--- src/design/brpc_pkg.sv ---
// ----------------------------------------------------------------------------
// brpc_pkg: shared types and constants for the return PC resolver
// Opcodes, status codes and the result record passed between the decode
// logic and the result register.
// ----------------------------------------------------------------------------
package brpc_pkg;

    localparam logic [31:0] BAD_PC   = 32'hDEAD_BEEF;
    localparam logic [31:0] SEG_MASK = 32'hF000_0000;

    // status codes
    localparam logic [2:0] ST_OK        = 3'd0;
    localparam logic [2:0] ST_UNALIGNED = 3'd1;
    localparam logic [2:0] ST_MARKER    = 3'd2;
    localparam logic [2:0] ST_NO_UNIT   = 3'd3;
    localparam logic [2:0] ST_NOT_BR    = 3'd4;

    // major opcodes
    localparam logic [5:0] OP_SPECIAL = 6'd0;
    localparam logic [5:0] OP_REGIMM  = 6'd1;
    localparam logic [5:0] OP_J       = 6'd2;
    localparam logic [5:0] OP_JAL     = 6'd3;
    localparam logic [5:0] OP_BEQ     = 6'd4;
    localparam logic [5:0] OP_BNE     = 6'd5;
    localparam logic [5:0] OP_BLEZ    = 6'd6;
    localparam logic [5:0] OP_BGTZ    = 6'd7;
    localparam logic [5:0] OP_COP1    = 6'd17;
    localparam logic [5:0] OP_BEQL    = 6'd20;
    localparam logic [5:0] OP_BNEL    = 6'd21;
    localparam logic [5:0] OP_BLEZL   = 6'd22;
    localparam logic [5:0] OP_BGTZL   = 6'd23;

    // special function codes
    localparam logic [5:0] FN_JR   = 6'd8;
    localparam logic [5:0] FN_JALR = 6'd9;

    // regimm rt codes
    localparam logic [4:0] RT_BLTZ     = 5'h00;
    localparam logic [4:0] RT_BGEZ     = 5'h01;
    localparam logic [4:0] RT_BLTZL    = 5'h02;
    localparam logic [4:0] RT_BGEZL    = 5'h03;
    localparam logic [4:0] RT_BLTZAL   = 5'h10;
    localparam logic [4:0] RT_BGEZAL   = 5'h11;
    localparam logic [4:0] RT_BLTZALL  = 5'h12;
    localparam logic [4:0] RT_BGEZALL  = 5'h13;
    localparam logic [4:0] RT_BPOSGE32 = 5'h1C;

    // cop1 rs code for branch on condition
    localparam logic [4:0] RS_BC1 = 5'd8;

    localparam logic [4:0] RA_REG = 5'd31;

    // configuration register indexes
    localparam logic [3:0] CFG_DSP_PRESENT = 4'd0;
    localparam logic [3:0] CFG_FPU_PRESENT = 4'd1;

    typedef struct packed {
        logic dsp_present;
        logic fpu_present;
    } cfg_t;

    typedef struct packed {
        logic [31:0] pc;
        logic        in_delay_slot;
        logic [31:0] instr_word;
        logic [31:0] rs_value;
        logic [31:0] rt_value;
        logic [31:0] fp_status;
        logic [5:0]  dsp_pos;
    } item_t;

    typedef struct packed {
        logic [31:0] next_pc;
        logic [2:0]  status;
        logic        link_write;
        logic [4:0]  link_reg;
        logic [31:0] link_value;
    } result_t;

endpackage

--- src/design/brpc_cfg.sv ---
// ----------------------------------------------------------------------------
// brpc_cfg: configuration registers
// Holds the DSP and FPU presence flags written through the config channel.
// ----------------------------------------------------------------------------
module brpc_cfg
    import brpc_pkg::*;
(
    input  logic        aclk,
    input  logic        aresetn,
    input  logic        cfg_valid,
    output logic        cfg_ready,
    input  logic [3:0]  cfg_index,
    input  logic [31:0] cfg_data,
    output cfg_t        cfg
);

    cfg_t cfg_reg;
    cfg_t cfg_next;

    assign cfg_ready = 1'b1;
    assign cfg       = cfg_reg;

    always_comb begin
        cfg_next = cfg_reg;
        if (cfg_valid) begin
            // unknown indexes are dropped
            if (cfg_index == CFG_DSP_PRESENT) begin
                cfg_next.dsp_present = cfg_data[0];
            end else if (cfg_index == CFG_FPU_PRESENT) begin
                cfg_next.fpu_present = cfg_data[0];
            end
        end
    end

    always_ff @(posedge aclk) begin
        if (!aresetn) begin
            cfg_reg.dsp_present <= 1'b0;
            cfg_reg.fpu_present <= 1'b1;
        end else begin
            cfg_reg <= cfg_next;
        end
    end

endmodule

--- src/design/brpc_decode.sv ---
// ----------------------------------------------------------------------------
// brpc_decode: branch decode and target resolution
// Decodes the branch word of a delay-slot fault and forms the resume PC,
// link write and status for one registered item.
// ----------------------------------------------------------------------------
module brpc_decode
    import brpc_pkg::*;
(
    input  item_t   item,
    input  cfg_t    cfg,
    output result_t res
);

    logic [5:0]  op;
    logic [4:0]  rsf;
    logic [4:0]  rtf;
    logic [5:0]  fn;
    logic [31:0] off;
    logic [31:0] pc_plus4;
    logic [31:0] pc_plus8;
    logic [31:0] br_target;
    logic [31:0] jmp_target;
    logic        rs_neg;
    logic        rs_zero;
    logic        rs_eq_rt;
    logic [2:0]  cc;
    logic        cc_set;
    logic        taken;
    logic [31:0] next_pc;
    logic [2:0]  status;
    logic        link_write;
    logic [4:0]  link_reg;

    assign op  = item.instr_word[31:26];
    assign rsf = item.instr_word[25:21];
    assign rtf = item.instr_word[20:16];
    assign fn  = item.instr_word[5:0];

    assign off        = {{14{item.instr_word[15]}}, item.instr_word[15:0], 2'b00};
    assign pc_plus4   = item.pc + 32'd4;
    assign pc_plus8   = item.pc + 32'd8;
    assign br_target  = pc_plus4 + off;
    assign jmp_target = (pc_plus4 & SEG_MASK) | {4'b0000, item.instr_word[25:0], 2'b00};

    assign rs_neg   = item.rs_value[31];
    assign rs_zero  = (item.rs_value == 32'd0);
    assign rs_eq_rt = (item.rs_value == item.rt_value);

    // cc0 sits at bit 23, cc n at bit 24 + n
    assign cc     = rtf[4:2];
    assign cc_set = (cc == 3'd0) ? item.fp_status[23]
                                 : item.fp_status[5'd24 + {2'b00, cc}];

    always_comb begin
        next_pc    = BAD_PC;
        status     = ST_OK;
        link_write = 1'b0;
        link_reg   = 5'd0;
        taken      = 1'b0;
        priority if (!item.in_delay_slot) begin
            next_pc = pc_plus4;
        end else if (item.pc[1:0] != 2'b00) begin
            status = ST_UNALIGNED;
        end else if (item.instr_word == BAD_PC) begin
            status = ST_MARKER;
        end else begin
            unique case (op)
                OP_SPECIAL: begin
                    if (fn == FN_JR || fn == FN_JALR) begin
                        next_pc = item.rs_value;
                        if (fn == FN_JALR) begin
                            link_write = 1'b1;
                            link_reg   = item.instr_word[15:11];
                        end
                    end else begin
                        status = ST_NOT_BR;
                    end
                end
                OP_REGIMM: begin
                    unique case (rtf)
                        RT_BLTZ, RT_BLTZL: taken = rs_neg;
                        RT_BGEZ, RT_BGEZL: taken = !rs_neg;
                        RT_BLTZAL, RT_BLTZALL: begin
                            taken      = rs_neg;
                            link_write = 1'b1;
                            link_reg   = RA_REG;
                        end
                        RT_BGEZAL, RT_BGEZALL: begin
                            taken      = !rs_neg;
                            link_write = 1'b1;
                            link_reg   = RA_REG;
                        end
                        RT_BPOSGE32: begin
                            taken = item.dsp_pos[5];
                            if (!cfg.dsp_present) begin
                                status = ST_NO_UNIT;
                            end
                        end
                        default: status = ST_NOT_BR;
                    endcase
                    next_pc = taken ? br_target : pc_plus8;
                end
                OP_J, OP_JAL: begin
                    next_pc = jmp_target;
                    if (op == OP_JAL) begin
                        link_write = 1'b1;
                        link_reg   = RA_REG;
                    end
                end
                OP_BEQ, OP_BEQL: begin
                    next_pc = rs_eq_rt ? br_target : pc_plus8;
                end
                OP_BNE, OP_BNEL: begin
                    next_pc = !rs_eq_rt ? br_target : pc_plus8;
                end
                OP_BLEZ, OP_BLEZL: begin
                    next_pc = (rs_neg || rs_zero) ? br_target : pc_plus8;
                end
                OP_BGTZ, OP_BGTZL: begin
                    next_pc = (!rs_neg && !rs_zero) ? br_target : pc_plus8;
                end
                OP_COP1: begin
                    if (rsf != RS_BC1) begin
                        status = ST_NOT_BR;
                    end else if (!cfg.fpu_present) begin
                        status = ST_NO_UNIT;
                    end else begin
                        next_pc = (cc_set == rtf[0]) ? br_target : pc_plus8;
                    end
                end
                default: status = ST_NOT_BR;
            endcase
        end
    end

    // errors force the marker PC and drop the link
    always_comb begin
        res.status = status;
        if (status != ST_OK) begin
            res.next_pc    = BAD_PC;
            res.link_write = 1'b0;
            res.link_reg   = 5'd0;
            res.link_value = 32'd0;
        end else begin
            res.next_pc    = next_pc;
            res.link_write = link_write;
            res.link_reg   = link_write ? link_reg : 5'd0;
            res.link_value = link_write ? pc_plus8 : 32'd0;
        end
    end

endmodule

--- src/design/branch_return_pc_resolver_top.sv ---
// ----------------------------------------------------------------------------
// branch_return_pc_resolver_top: delay-slot return PC resolver
// Input register, branch decode, result register.
//
//   channel   direction  handshake               payload
//   s_*       in         s_valid / s_ready       pc, in_delay_slot, instr_word,
//                                                rs_value, rt_value, fp_status,
//                                                dsp_pos
//   m_*       out        m_valid / m_ready       next_pc, status, link_write,
//                                                link_reg, link_value
//   cfg_*     in         cfg_valid / cfg_ready   cfg_index, cfg_data
//
// An item passes the input register, the decode and the result register; one
// item per cycle is sustained while m_ready is high (single decode stage).
// Reset is synchronous and active low; it empties both stages and loads the
// presence flags (DSP absent, FPU present).
// A stalled result holds the output register; the input register still takes
// a transaction when it is empty, and ready drops only when both are full.
// cfg_ready is always high.
// ----------------------------------------------------------------------------
module branch_return_pc_resolver_top
    import brpc_pkg::*;
(
    input  logic        aclk,
    input  logic        aresetn,

    input  logic        s_valid,
    output logic        s_ready,
    input  logic [31:0] s_pc,
    input  logic        s_in_delay_slot,
    input  logic [31:0] s_instr_word,
    input  logic [31:0] s_rs_value,
    input  logic [31:0] s_rt_value,
    input  logic [31:0] s_fp_status,
    input  logic [5:0]  s_dsp_pos,

    output logic        m_valid,
    input  logic        m_ready,
    output logic [31:0] m_next_pc,
    output logic [2:0]  m_status,
    output logic        m_link_write,
    output logic [4:0]  m_link_reg,
    output logic [31:0] m_link_value,

    input  logic        cfg_valid,
    output logic        cfg_ready,
    input  logic [3:0]  cfg_index,
    input  logic [31:0] cfg_data
);

    cfg_t    cfg;
    item_t   item_reg;
    item_t   item_next;
    logic    in_valid_reg;
    logic    in_valid_next;
    result_t res;
    result_t res_reg;
    result_t res_next;
    logic    out_valid_reg;
    logic    out_valid_next;
    logic    out_free;
    logic    advance;
    logic    s_take;

    brpc_cfg u_cfg (
        .aclk      (aclk),
        .aresetn   (aresetn),
        .cfg_valid (cfg_valid),
        .cfg_ready (cfg_ready),
        .cfg_index (cfg_index),
        .cfg_data  (cfg_data),
        .cfg       (cfg)
    );

    brpc_decode u_decode (
        .item (item_reg),
        .cfg  (cfg),
        .res  (res)
    );

    assign out_free = !out_valid_reg || m_ready;
    assign advance  = in_valid_reg && out_free;
    assign s_ready  = !in_valid_reg || out_free;
    assign s_take   = s_valid && s_ready;

    always_comb begin
        item_next      = item_reg;
        in_valid_next  = in_valid_reg;
        res_next       = res_reg;
        out_valid_next = out_valid_reg;
        if (out_free) begin
            out_valid_next = in_valid_reg;
            if (advance) begin
                res_next = res;
            end
        end
        if (s_take) begin
            item_next = {s_pc, s_in_delay_slot, s_instr_word, s_rs_value,
                         s_rt_value, s_fp_status, s_dsp_pos};
            in_valid_next = 1'b1;
        end else if (advance) begin
            in_valid_next = 1'b0;
        end
    end

    always_ff @(posedge aclk) begin
        if (!aresetn) begin
            in_valid_reg  <= 1'b0;
            out_valid_reg <= 1'b0;
        end else begin
            in_valid_reg  <= in_valid_next;
            out_valid_reg <= out_valid_next;
        end
        item_reg <= item_next;
        res_reg  <= res_next;
    end

    assign m_valid      = out_valid_reg;
    assign m_next_pc    = res_reg.next_pc;
    assign m_status     = res_reg.status;
    assign m_link_write = res_reg.link_write;
    assign m_link_reg   = res_reg.link_reg;
    assign m_link_value = res_reg.link_value;

    a_err_clean: assert property (@(posedge aclk) disable iff (!aresetn)
        m_valid && (m_status != ST_OK) |-> (m_next_pc == BAD_PC) && !m_link_write)
        else $error("error result carries a PC or link");

    a_nolink_zero: assert property (@(posedge aclk) disable iff (!aresetn)
        m_valid && !m_link_write |-> (m_link_reg == 5'd0) && (m_link_value == 32'd0))
        else $error("link fields set without link write");

    a_take_fills: assert property (@(posedge aclk) disable iff (!aresetn)
        s_take |=> in_valid_reg)
        else $error("accepted transaction lost from input stage");

    a_stall_holds: assert property (@(posedge aclk) disable iff (!aresetn)
        in_valid_reg && !out_free |=> in_valid_reg && $stable(item_reg))
        else $error("input stage changed while output stalled");

    a_advance_fills: assert property (@(posedge aclk) disable iff (!aresetn)
        advance |=> out_valid_reg)
        else $error("decoded item did not reach output register");

endmodule
--- config.mk ---
export PLATFORM = sky130hd
export DESIGN_NAME = branch_return_pc_resolver_top
export DESIGN_NICKNAME = d
export VERILOG_FILES = /design/src/design/brpc_pkg.sv /design/src/design/brpc_cfg.sv /design/src/design/brpc_decode.sv /design/src/design/branch_return_pc_resolver_top.sv
export SDC_FILE = /design/constraint.sdc
export NUM_CORES = 1
export LEC_CHECK = 0
export BUFFER_PORTS_ARGS = -buffer_cell sky130_fd_sc_hd__buf_2
export CORE_MARGIN = 1
export CORE_UTILIZATION = 36
export CTS_BUF_LIST = sky130_fd_sc_hd__clkbuf_8
export DETAILED_ROUTE_END_ITERATION = 8
export PLACE_DENSITY = 0.57
export SLEW_MARGIN = 30
export SYNTH_ARGS = -nofsm -noshare
export SYNTH_HDL_FRONTEND = slang
export SYNTH_SLANG_ARGS = --single-unit
--- constraint.sdc ---
create_clock -name aclk -period 5.38 [get_ports aclk]
set_clock_uncertainty 0.05 [all_clocks]
set_input_delay 1.076 -clock aclk [delete_from_list [all_inputs] [get_ports aclk]]
set_output_delay 1.076 -clock aclk [all_outputs]
set_load 0.02 [all_outputs]
==> metrics.md, run 1 <==
| Metric | Value |
|---|---|
| Status | `finished clean` |
| Slew Limit Fails | `0` |
| Crit path required time | `5630 ps` |
| CTS Hold Bufs | `0` |
| Sequential power share | `0.511` |
| CTS sink cnt | `215` |
| Net Sw Frac | `0.2819` |
| Core area | `31,720 sq um` |
| Layout area overhead | `20.12%` |
| Worst vdd rail ir drop | `0.2070 mV` |
| Vias | `9,076` |
| Largest fanout on the critical path | `6` |
| Initial detailed-routing violation count | `slightly below 600` |
| Site Rows | `65` |
| RSZ-0062 raised after global routing | `false` |
| DRT Pass-1 Iters | `7` |
| Setup TNS | `0 ps` |
| Post-synthesis mux area share | `0.01042` |
| Max cap viols | `0` |
| Critical path type | `reg -> reg` |
| Worst Setup End Kind | `register` |
| Mapped Cells | `between 900 and 1,000` |
| Routed length per placed instance | `21.43 um` |
| Slew Limit Headroom | `0.3420` |
| Grt total ovfl | `0` |
| TritonCTS buffer count | `39` |
| Vias per inst | `5.422` |
| Share of layout cells above drive strength 1 | `0.2628` |
| Post-Synth XOR/XNOR Area | `0.08613` |
| Adder-Cell Fraction of Synth Area | `0.04145` |
| # Post-CTS Setup Buffers | `0` |
| WL met2 | `15,810 um` |
| Vias in the first global route | `between 8,000 and 9,000` |
| Number of synthesized register bits | `215` |
| CTS H-tree lvls | `2` |
| # placed instances | `approximately 1,600` |
| Async SR Flop Fraction | `0` |
| Clock Tree Root | `clkbuf_8` |
| Tmin final | `4910 ps` |
| Comb pwr share | `0.148` |
| Int Power | `between 2 and 3 mW` |
| Crit-path max cell delay | `560 ps` |
| Initial antenna violation count | `4` |
| Die Ht | `181.9 um` |
| Simple-gate share of the synthesized area | `0.1489` |
| Remaining antenna violation count | `0` |
| Syn avg cell area | `approximately 12 sq um` |
| Post-synth top area share | `0.5438` |
| Critical Path AT | `5160 ps` |
| Met1 Wirelength | `16,590 um` |
| Post-route DRC | `0` |
| Die Area | `roughly 33,000 sq um` |
| Pleak | `~5.3 nW` |
| Tot GR Track Use | `0.2164` |
| Top cell type by total area after synthesis | `edfxtp_1` |
| Clock Power Share | `0.341` |
| Largest net degree at the start of global routing | `68` |
| Placer Congestion | `0.9206` |
| Clock Latency Late Sink | `570 ps` |
| Distinct cells, synth | `87` |
| Clk pin slew, worst setup/hold paths | `60 ps` |
| Ports | `~280` |
| Max Clk Rate | `0.2037 GHz` |
| Initial core utilization | `0.3673` |
| Final non-filler cell total | `1,674` |
| Complex-gate fraction of the synthesized area | `0.1433` |
| Port bufs | `between 200 and 250` |
| Ys flop type | `edfxtp_1` |
| Hold Path Class | `reg -> reg` |
| Net Sw Power | `1.126 mW` |
| Period utilization | `0.9125` |
| Number of flops mapped to enable cells by yosys | `211` |
| Final hold violation count | `0` |
| Slew of the pin with the lowest slew margin | `between 900 and 1000 ps` |
| Fill count | `between 3,000 and 4,000` |
| TritonCTS clock tree | `built` |
| Power Dens Cells | `285.3 nW/um^2` |
| Final setup vio count | `0` |
| CTS resizes | `0` |
| Die width | `181.9 um` |
| Largest register FFs | `138` |
| CP startpoint kind | `register` |
| Synth top area cells | `edfxtp_1 54%, xor2_1 5.1%, ha_1 4.0%` |
| CTS Buffer Depth | `3` |
| Critical-path cell list | `ha_1 -> nand2_4 -> or4_4 -> or3_4 -> nor3_4 -> nand3_1 -> xnor2_1 -> ha_1 -> nand4_1 -> nor2_1 -> a211oi_1 -> nor2_1 -> a211oi_1 -> o21ai_0 -> xor2_1 -> a211o_1 -> o2bb2ai_1` |
| Register area share after synthesis | `0.5507` |
| Top sig layer | `met5` |
| Pwr Total | `3.993 mW` |
| Critical-path top delay cell | `or4_4` |
| Ys Warns | `0` |
| WL met3 | `2442 um` |
| Post-DP HPWL | `27,390 um` |
| Routed wire length | `35,880 um` |
| Post-synthesis cell area | `11,650 sq um` |
| WP buf/inv | `0` |
| Main combinational cell family by area after synthesis | `simple AND/OR/NAND/NOR gates` |
| Nets | `1,491` |
| Top delay family on crit path | `simple AND/OR/NAND/NOR gates` |
| First-pass GRT wire length | `53,430 um` |
## cell usage in the layout, fill, tap and decap left out, types with 5 or more instances in the layout
cell type  instances
buf_2            222
edfxtp_1         211
nor2_1            84
xor2_1            68
nand2_1           64
a21oi_1           54
o21ai_0           44
xnor2_1           41
clkbuf_8          39
ha_1              37
inv_1             29
nand4_1           24
nor4_1            21
nor2b_1           20
nand3_1           20
a211oi_1          20
nor3_1            19
a21o_1            18
buf_4             16
a221oi_1          14
o21a_1            12
and3_1            10
a31oi_1           10
clkinv_1           9
nand2b_1           8
a22oi_1            8
o211ai_1           8
or3_1              7
clkinv_2           7
and2_1             6
or2_2              5
## worst paths after layout
kind,startpoint,to,slack (ps),depth (start not counted)
worst max-delay path,item_reg[139],m_next_pc[28],470,17
worst min-delay path,in_valid_reg,m_valid,460,1
worst max register to register,item_reg[139],m_next_pc[28],470,17
worst min register to register,in_valid_reg,m_valid,460,1
## kinds of logic after synthesis
group	count (synthesis)
and+or+nand+nor	324
AOI/OAI and AO/OA	243
DFF	215
xor gates and xnor gates	112
buffers and inverters	52
adders and majority gates	38
muxes	8
other	2
## per-layer routing
metal  GRT usage  up-vias
met5           0        -
met4     0.07765        6
met3     0.04252       60
met2      0.3362      349
met1      0.3002     4333
li1            -     4328
## cell type report
| class | count | area [sq um] | area share |
|---|---|---|---|
| Multi-Input combinational cell | 728 | 5040 | 0.3601 |
| Antenna cell | 1 | 2.502 | 0.0001788 |
| Clock inverter | 28 | 140.1 | 0.01001 |
| Inverter | 21 | 78.83 | 0.005632 |
| Timing Repair Buffer | 240 | 1279 | 0.09136 |
| Sequential cell | 215 | 6416 | 0.4584 |
| Clock buffer | 39 | 536.8 | 0.03835 |
| Tap cell | 402 | 503.0 | 0.03594 |
## power by group through the flow
stage                     logic [mW]  registers (mW)  clock network (mW)
final                          0.590            2.04                1.36
after global routing           0.644            2.05                1.49
after CTS                      0.589            2.04                1.42
after detailed placement       0.586            2.07                   0
after global placement         0.582            2.07                   0
after floorplan                0.355            2.08                   0
## stage by stage
stage,utilization,hold slack (ps),setup WS (ps),instance area [sq um]
floorplan,-,426.8,277.9,11650
global placement,0.4188,456.4,551.0,13280
detailed placement,0.4197,459.6,520.7,13310
CTS,0.4410,470.4,502.4,13990
global route,0.4412,495.7,129.9,13990
finish,0.4413,463.5,470.5,14000
## synth_stat cells, types with 5 or more instances
| cell type | instances |
|---|---|
| nor4_1 | 21 |
| xor2_1 | 68 |
| nand3_1 | 20 |
| nand2b_1 | 8 |
| and3_1 | 10 |
| nor2_1 | 84 |
| a211oi_1 | 20 |
| inv_1 | 20 |
| xnor2_1 | 41 |
| and2_1 | 7 |
| or2_2 | 5 |
| nand2_1 | 64 |
| nor3_1 | 20 |
| o211ai_1 | 8 |
| o21a_1 | 12 |
| a21o_1 | 18 |
| o21ai_0 | 44 |
| a21oi_1 | 54 |
| clkbuf_1 | 22 |
| a221oi_1 | 14 |
| a22oi_1 | 8 |
| nand4_1 | 24 |
| a31oi_1 | 10 |
| edfxtp_1 | 211 |
| ha_1 | 37 |
| nor2b_1 | 21 |
| or3_1 | 7 |
(Power assumes the default switching activity.)
==> inputs of run 2 (changes only) <==
--- a/config.mk
+++ b/config.mk
@@ -11,6 +11,7 @@
 export CTS_BUF_LIST = sky130_fd_sc_hd__clkbuf_8
 export DETAILED_ROUTE_END_ITERATION = 8
 export PLACE_DENSITY = 0.57
+export RECOVER_POWER = 50
 export SLEW_MARGIN = 30
 export SYNTH_ARGS = -nofsm -noshare
 export SYNTH_HDL_FRONTEND = slang
==> run 2 against run 1 <==
  * The run now ends with capacitance limit, slew limit left
  * Wire length increased by 0.16%
  * Worst setup slack improved by 8.7 ps
  * Clock power is essentially flat
  * Flip-flop and latch count stayed put
  * Sequential power about the same
  * Die area is the same
  * First-iteration DRC count is 18% higher
  * Sequential share of layout area increased by 0.17 points
==> metrics.md, run 2 (same netlist as run 1, synthesis figures left out) <==
| Metric | Value |
|---|---|
| Worst Setup End Kind | `register` |
| Worst Reg-to-Reg Cells | `17 (unchanged)` |
| CTS H-tree lvls | `2 (unchanged)` |
| CTS Buffer Depth | `3 (unchanged)` |
| Hold path cells | `1 (unchanged)` |
| Ports | `284 (unchanged)` |
| Placer Congestion | `0.9206 (unchanged)` |
| Die Ht | `181.9 um (unchanged)` |
| Top delay family on crit path | `simple AND/OR/NAND/NOR gates` |
| Slew Limit Headroom | `-0.5399 (-0.8819)` |
| # Post-CTS Setup Buffers | `0 (unchanged)` |
| Max Clk Rate | `0.2040 GHz (+0.18%)` |
| Pleak | `5.236 nW (-1.1%)` |
| Crit path required time | `5630 ps (about the same)` |
| Sequential power share | `0.512 (about the same)` |
| Initial detailed-routing violation count | `688 (+18%)` |
| Slew Limit Fails | `96 (+96)` |
| Clk pin slew, worst setup/hold paths | `60 ps (about the same)` |
| Site Rows | `65 (unchanged)` |
| RSZ-0062 raised after global routing | `false` |
| Status | `finished, violations left` |
| Area of the multi-input gates | `5030 sq um (-0.20%)` |
| Tmin final | `4901 ps (-8.729 ps)` |
| Critical path type | `reg -> reg` |
| Crit-path max cell delay | `560 ps (about the same)` |
| Period utilization | `0.9109 (-0.001622)` |
| FF-to-FF setup slack | `480 ps (about the same)` |
| TritonCTS clock tree | `built` |
| Nets | `1,491 (unchanged)` |
| Int Power | `2.865 mW (about the same)` |
| Largest fanout on the critical path | `6 (unchanged)` |
| Vias | `9,045 (-0.34%)` |
| CTS sink cnt | `215 (unchanged)` |
| Largest register FFs | `138 (unchanged)` |
| Critical-path top delay cell | `or4_4` |
| Fill count | `3,066 (+0.46%)` |
| Routed wire length | `35,930 um (+0.16%)` |
| Reg area | `6416 sq um (unchanged)` |
| Layout area overhead | `19.68%` |
| Initial core utilization | `0.3673 (unchanged)` |
| Post-route DRC | `0 (unchanged)` |
| Failing checks | `capacitance limit, slew limit` |
| Most common cell after layout, fill and taps aside | `edfxtp_1` |
| CP startpoint kind | `register` |
| Final Util | `0.4396 (-0.001617)` |
| Setup TNS | `0 ps (unchanged)` |
| Final setup vio count | `0 (unchanged)` |
| Final hold violation count | `0 (unchanged)` |
| Die Area | `33,090 sq um (unchanged)` |
| Core area | `31,720 sq um (unchanged)` |
| WP buf/inv | `0 (unchanged)` |
| Slew of the pin with the lowest slew margin | `2305 ps (+1318 ps)` |
| Hold Crit Start | `in_valid_reg` |
| Most frequent cells in the layout | `211 x edfxtp_1, 201 x buf_2, 84 x nor2_1` |
| Share of layout cells above drive strength 1 | `0.2439 (-0.01888)` |
| Worst Hold Slack | `461.2 ps (-2.241 ps)` |
| Routed length per placed instance | `21.47 um (+0.16%)` |
| Critical Path AT | `5150 ps (about the same)` |
| Die width | `181.9 um (unchanged)` |
| Grt total ovfl | `0 (unchanged)` |
| Critical-path cell list | `ha_1 -> nand2_4 -> or4_4 -> or3_4 -> nor3_4 -> nand3_1 -> xnor2_1 -> ha_1 -> nand4_1 -> nor2_1 -> a211oi_1 -> nor2_1 -> a211oi_1 -> o21ai_0 -> xor2_1 -> a211o_1 -> o2bb2ai_1` |
| Hold Path Class | `reg -> reg` |
| Vias in the first global route | `8,907 (unchanged)` |
| Min-Delay Endpoint | `m_valid` |
| Clock Latency Late Sink | `570 ps (about the same)` |
| Worst vdd rail ir drop | `0.2067 mV (-0.14%)` |
| TritonCTS buffer count | `39 (unchanged)` |
| Comb pwr share | `0.147 (about the same)` |
| Reg-to-Reg End | `m_next_pc[28]` |
| Clock Tree Root | `clkbuf_8` |
| Largest net degree at the start of global routing | `68 (unchanged)` |
| Post-DP HPWL | `27,390 um (unchanged)` |
| Net Sw Power | `1.125 mW (about the same)` |
| Net Sw Frac | `0.2820 (about the same)` |
| Remaining antenna violation count | `0 (unchanged)` |
| Max cap viols | `3 (+3)` |
| Critical R2R Launch | `item_reg[139]` |
| Port bufs | `222 (unchanged)` |
| Clock Power Share | `0.341 (about the same)` |
| First-pass GRT wire length | `53,430 um (unchanged)` |
| CTS Hold Bufs | `0 (unchanged)` |
| Power Dens Cells | `286.1 nW/um^2 (+0.29%)` |
| Vias per inst | `5.403 (-0.34%)` |
| CTS resizes | `0 (unchanged)` |
| DRT Pass-1 Iters | `5 (-2)` |
| Tot GR Track Use | `0.2164 (unchanged)` |
| Initial antenna violation count | `4 (unchanged)` |
[run 2: how the worst max path moves through the flow]
stage	startpoint	endpoint	slack [ps]	cells after the start
detailed placement	item_reg[139]	m_next_pc[28]	520	17
global placement	item_reg[139]	m_next_pc[28]	550	17
global route	m_ready	item_reg[158]	110	6
CTS	item_reg[139]	m_next_pc[28]	500	17
floorplan	m_ready	item_reg[100]	280	3
finish	item_reg[139]	m_next_pc[28]	480	17
[run 2: routing by layer]
metal | up-vias | GRT usage | wire (um)
met4 | 6 | 0.07765 | 1021
met5 | - | 0 | 28
met3 | 63 | 0.04252 | 2414
li1 | 4322 | - | -
met1 | 4298 | 0.3002 | 16730
met2 | 356 | 0.3362 | 15730
[run 2: layout make-up]
cell class	instances	share of cell area
Multi-Input combinational cell	728	0.3607
Inverter	21	0.005653
Timing Repair Buffer	240	0.08874
Clock inverter	28	0.01005
Sequential cell	215	0.4601
Antenna cell	1	0.0001795
Clock buffer	39	0.03849
Tap cell	402	0.03607
[run 2: worst reg2reg max path, stage by stage (launching register included)]
cell,delay [ps]
edfxtp_1,470
ha_1,370
nand2_4,80
or4_4,560
or3_4,450
nor3_4,310
nand3_1,140
xnor2_1,300
ha_1,330
nand4_1,150
nor2_1,90
a211oi_1,320
nor2_1,70
a211oi_1,200
o21ai_0,150
xor2_1,190
a211o_1,300
o2bb2ai_1,140
[run 2: metrics by stage]
step	area [sq um]	power, mW	std cells	setup slack (ps)
after floorplan	11650	2.430	995	277.9
after global placement	13280	2.653	1605	551.0
after detailed placement	13310	2.658	1606	520.7
after CTS	13990	4.044	1673	502.4
after global routing	13940	4.180	1673	111.0
final	13940	3.990	1674	479.2
[run 2: power by group through the flow]
stage | logic, mW | registers, mW | clock network [mW]
6_report | 0.586 | 2.04 | 1.36
5_1_grt | 0.639 | 2.05 | 1.49
4_1_cts | 0.589 | 2.04 | 1.42
3_5_place_dp | 0.586 | 2.07 | 0
3_3_place_gp | 0.582 | 2.07 | 0
2_1_floorplan | 0.355 | 2.08 | 0
==> inputs of run 3 (changes only) <==
==> constraint.sdc (replaced) <==
create_clock -name aclk -period 5.9 [get_ports aclk]
set_clock_uncertainty 0.05 [all_clocks]
set_input_delay 1.18 -clock aclk [delete_from_list [all_inputs] [get_ports aclk]]
set_output_delay 1.18 -clock aclk [all_outputs]
set_load 0.02 [all_outputs]
==> run 3 against run 2 <==
  * The flow still finishes with violations (capacitance limit, slew limit)
  * Cell count shrank 0.48%
  * First-iteration DRC count shrank 0.87%
  * Global-route usage shrank 0.15 points
  * Clock power is essentially flat
  * Combinational power shrank 9.9%
  * Critical path depth is the same
  * Non-clock buffer count shrank 8
  * Count of clock-buffer cells in the layout grew 2
  * Via count is essentially flat
  * Core utilization is essentially flat
  * Flip-flop and latch count is the same
==> metrics.md, run 3 (same netlist as run 1, synthesis figures left out) <==
| Metric | Value |
|---|---|
| Worst vdd rail ir drop | `0.1768 mV (-14%)` |
| Site Rows | `65 (unchanged)` |
| Tmin final | `5044 ps (+143.2 ps)` |
| Diodes inserted | `0 (-1)` |
| Port bufs | `222 (unchanged)` |
| Crit path required time | `6120 ps (+490 ps)` |
| Clock Latency Late Sink | `560 ps (about the same)` |
| Ports | `284 (unchanged)` |
| CTS H-tree lvls | `2 (unchanged)` |
| Failing checks | `capacitance limit, slew limit` |
| Pleak | `5.192 nW (-0.83%)` |
| First-pass GRT wire length | `52,740 um (-1.3%)` |
| CTS resizes | `0 (unchanged)` |
| Worst Hold Slack | `455.3 ps (-5.926 ps)` |
| Post-route DRC | `0 (unchanged)` |
| Layout area overhead | `19.63% (about the same)` |
| Post-DP HPWL | `27,310 um (-0.29%)` |
| Remaining antenna violation count | `0 (unchanged)` |
| CTS sink cnt | `215 (unchanged)` |
| Initial core utilization | `0.3673 (unchanged)` |
| Core area | `31,720 sq um (unchanged)` |
| Period utilization | `0.8549 (-0.05601)` |
| Final setup vio count | `0 (unchanged)` |
| Max Clk Rate | `0.1983 GHz (-2.8%)` |
| Largest fanout on the critical path | `6 (unchanged)` |
| Initial detailed-routing violation count | `682 (-0.87%)` |
| TritonCTS buffer count | `38 (-2.6%)` |
| TritonCTS clock tree | `built` |
| Area post-placement | `13,220 sq um (-0.67%)` |
| Status | `finished, violations left` |
| CTS Hold Bufs | `0 (unchanged)` |
| Most frequent cells in the layout | `211 x edfxtp_1, 185 x buf_2, 84 x nor2_1` |
| Vias in the first global route | `8,726 (-2.0%)` |
| Share of layout cells above drive strength 1 | `0.2255 (-0.01843)` |
| Vias | `9,053 (+0.088%)` |
| Routed length per placed instance | `21.46 um (about the same)` |
| Power Dens Cells | `271.4 nW/um^2 (-5.2%)` |
| Final instance area | `13,940 sq um (about the same)` |
| Largest register FFs | `138 (unchanged)` |
| Initial antenna violation count | `2 (-2)` |
| Nets | `1,482 (-0.60%)` |
| # Post-CTS Setup Buffers | `0 (unchanged)` |
| Routed wire length | `35,750 um (-0.51%)` |
| Slew of the pin with the lowest slew margin | `3870 ps (+1565 ps)` |
| Most common cell after layout, fill and taps aside | `edfxtp_1` |
| Max cap viols | `2 (-1)` |
| CP startpoint kind | `register` |
| Hold Path Class | `reg -> reg` |
| Placer Congestion | `0.9054 (-1.7%)` |
| Die width | `181.9 um (unchanged)` |
| Slew Limit Fails | `83 (-14%)` |
| RSZ-0062 raised after global routing | `false` |
| Pwr Total | `3.782 mW (-5.2%)` |
| CTS Buffer Depth | `3 (unchanged)` |
| Clk pin slew, worst setup/hold paths | `60 ps (about the same)` |
| Vias per inst | `5.434 (+0.57%)` |
| Clock Tree Root | `clkbuf_8` |
| Largest net degree at the start of global routing | `61 (-10%)` |
| Slew Limit Headroom | `-1.580 (-1.040)` |
| Critical path type | `reg -> reg` |
| Fill count | `3,017 (-1.6%)` |
| Worst Setup End Kind | `register` |
| Final hold violation count | `0 (unchanged)` |
| Grt total ovfl | `0 (unchanged)` |
| Die Area | `33,090 sq um (unchanged)` |
| Die Ht | `181.9 um (unchanged)` |
| DRT Pass-1 Iters | `5 (unchanged)` |
| Critical Path AT | `5270 ps (+120 ps)` |
| Setup TNS | `0 ps (unchanged)` |
| Tot GR Track Use | `0.2149 (-0.001478)` |
-- run 3: cell types whose count changed in the layout (fill, tap and decap cells not counted), moves of 2 or more --
cell,before,now
buf_2,201,185
clkbuf_1,21,37
buf_4,16,10
clkinv_2,7,1
bufinv_16,0,3
inv_1,29,32
clkbuf_8,39,41
-- run 3: worst max-delay path: stages (launching register included) --
cell and delay [ps]:
edfxtp_1 500, ha_1 400, nand2_4 90, or4_4 560, or3_4 450, nor3_4 320
nand3_1 140, xnor2_1 300, ha_1 330, nand4_1 140, nor2_1 90, a211oi_1 310
nor2_1 70, a211oi_1 200, o21ai_0 180, xor2_1 200, a211o_1 310, o2bb2ai_1 150
-- run 3: final timing paths --
kind / start / slack [ps] / depth (start not counted) / end
hold / removal: in_valid_reg / 460 / 1 / m_valid
hold reg to reg: in_valid_reg / 460 / 1 / m_valid
setup reg to reg: item_reg[138] / 860 / 17 / m_next_pc[28]
setup / recovery: item_reg[138] / 860 / 17 / m_next_pc[28]
-- run 3: area by class of cell --
| type | instances | area, sq um | share of cell area |
|---|---|---|---|
| flip-flops and latches | 215 | 6416 | 0.4603 |
| multi-input cells | 728 | 5031 | 0.3610 |
| repair buffers | 232 | 1140 | 0.08178 |
| clock buffers | 41 | 564.3 | 0.04048 |
| well taps | 402 | 503.0 | 0.03609 |
| clock inverters | 27 | 205.2 | 0.01472 |
| inverters | 21 | 78.83 | 0.005655 |
-- run 3: per-layer routing --
layer	part of all wire	vias to the layer above	global-route usage
li1	-	4305	-
met1	0.45	4269	0.2973
met2	0.44	407	0.3286
met3	0.080	70	0.04633
met4	0.031	2	0.08336
met5	0.00028	-	0
-- run 3: metrics by stage --
stage / utilization / instances / worst slack (ps)
after floorplan: - / 995 / 693.9
after global placement: 0.4167 / 1598 / 993.8
after detailed placement: 0.4169 / 1598 / 901.3
after CTS: 0.4411 / 1666 / 875.3
after global routing: 0.4394 / 1666 / 571.3
final: 0.4394 / 1666 / 856.0
-- run 3: power breakdown --
| part | total (mW) | switching, mW | internal [mW] |
|---|---|---|---|
| clock network | 1.39 | 0.615 | 0.778 |
| logic | 0.528 | 0.323 | 0.205 |
| registers | 1.86 | 0.0815 | 1.78 |
| total | 3.78 | 1.02 | 2.76 |
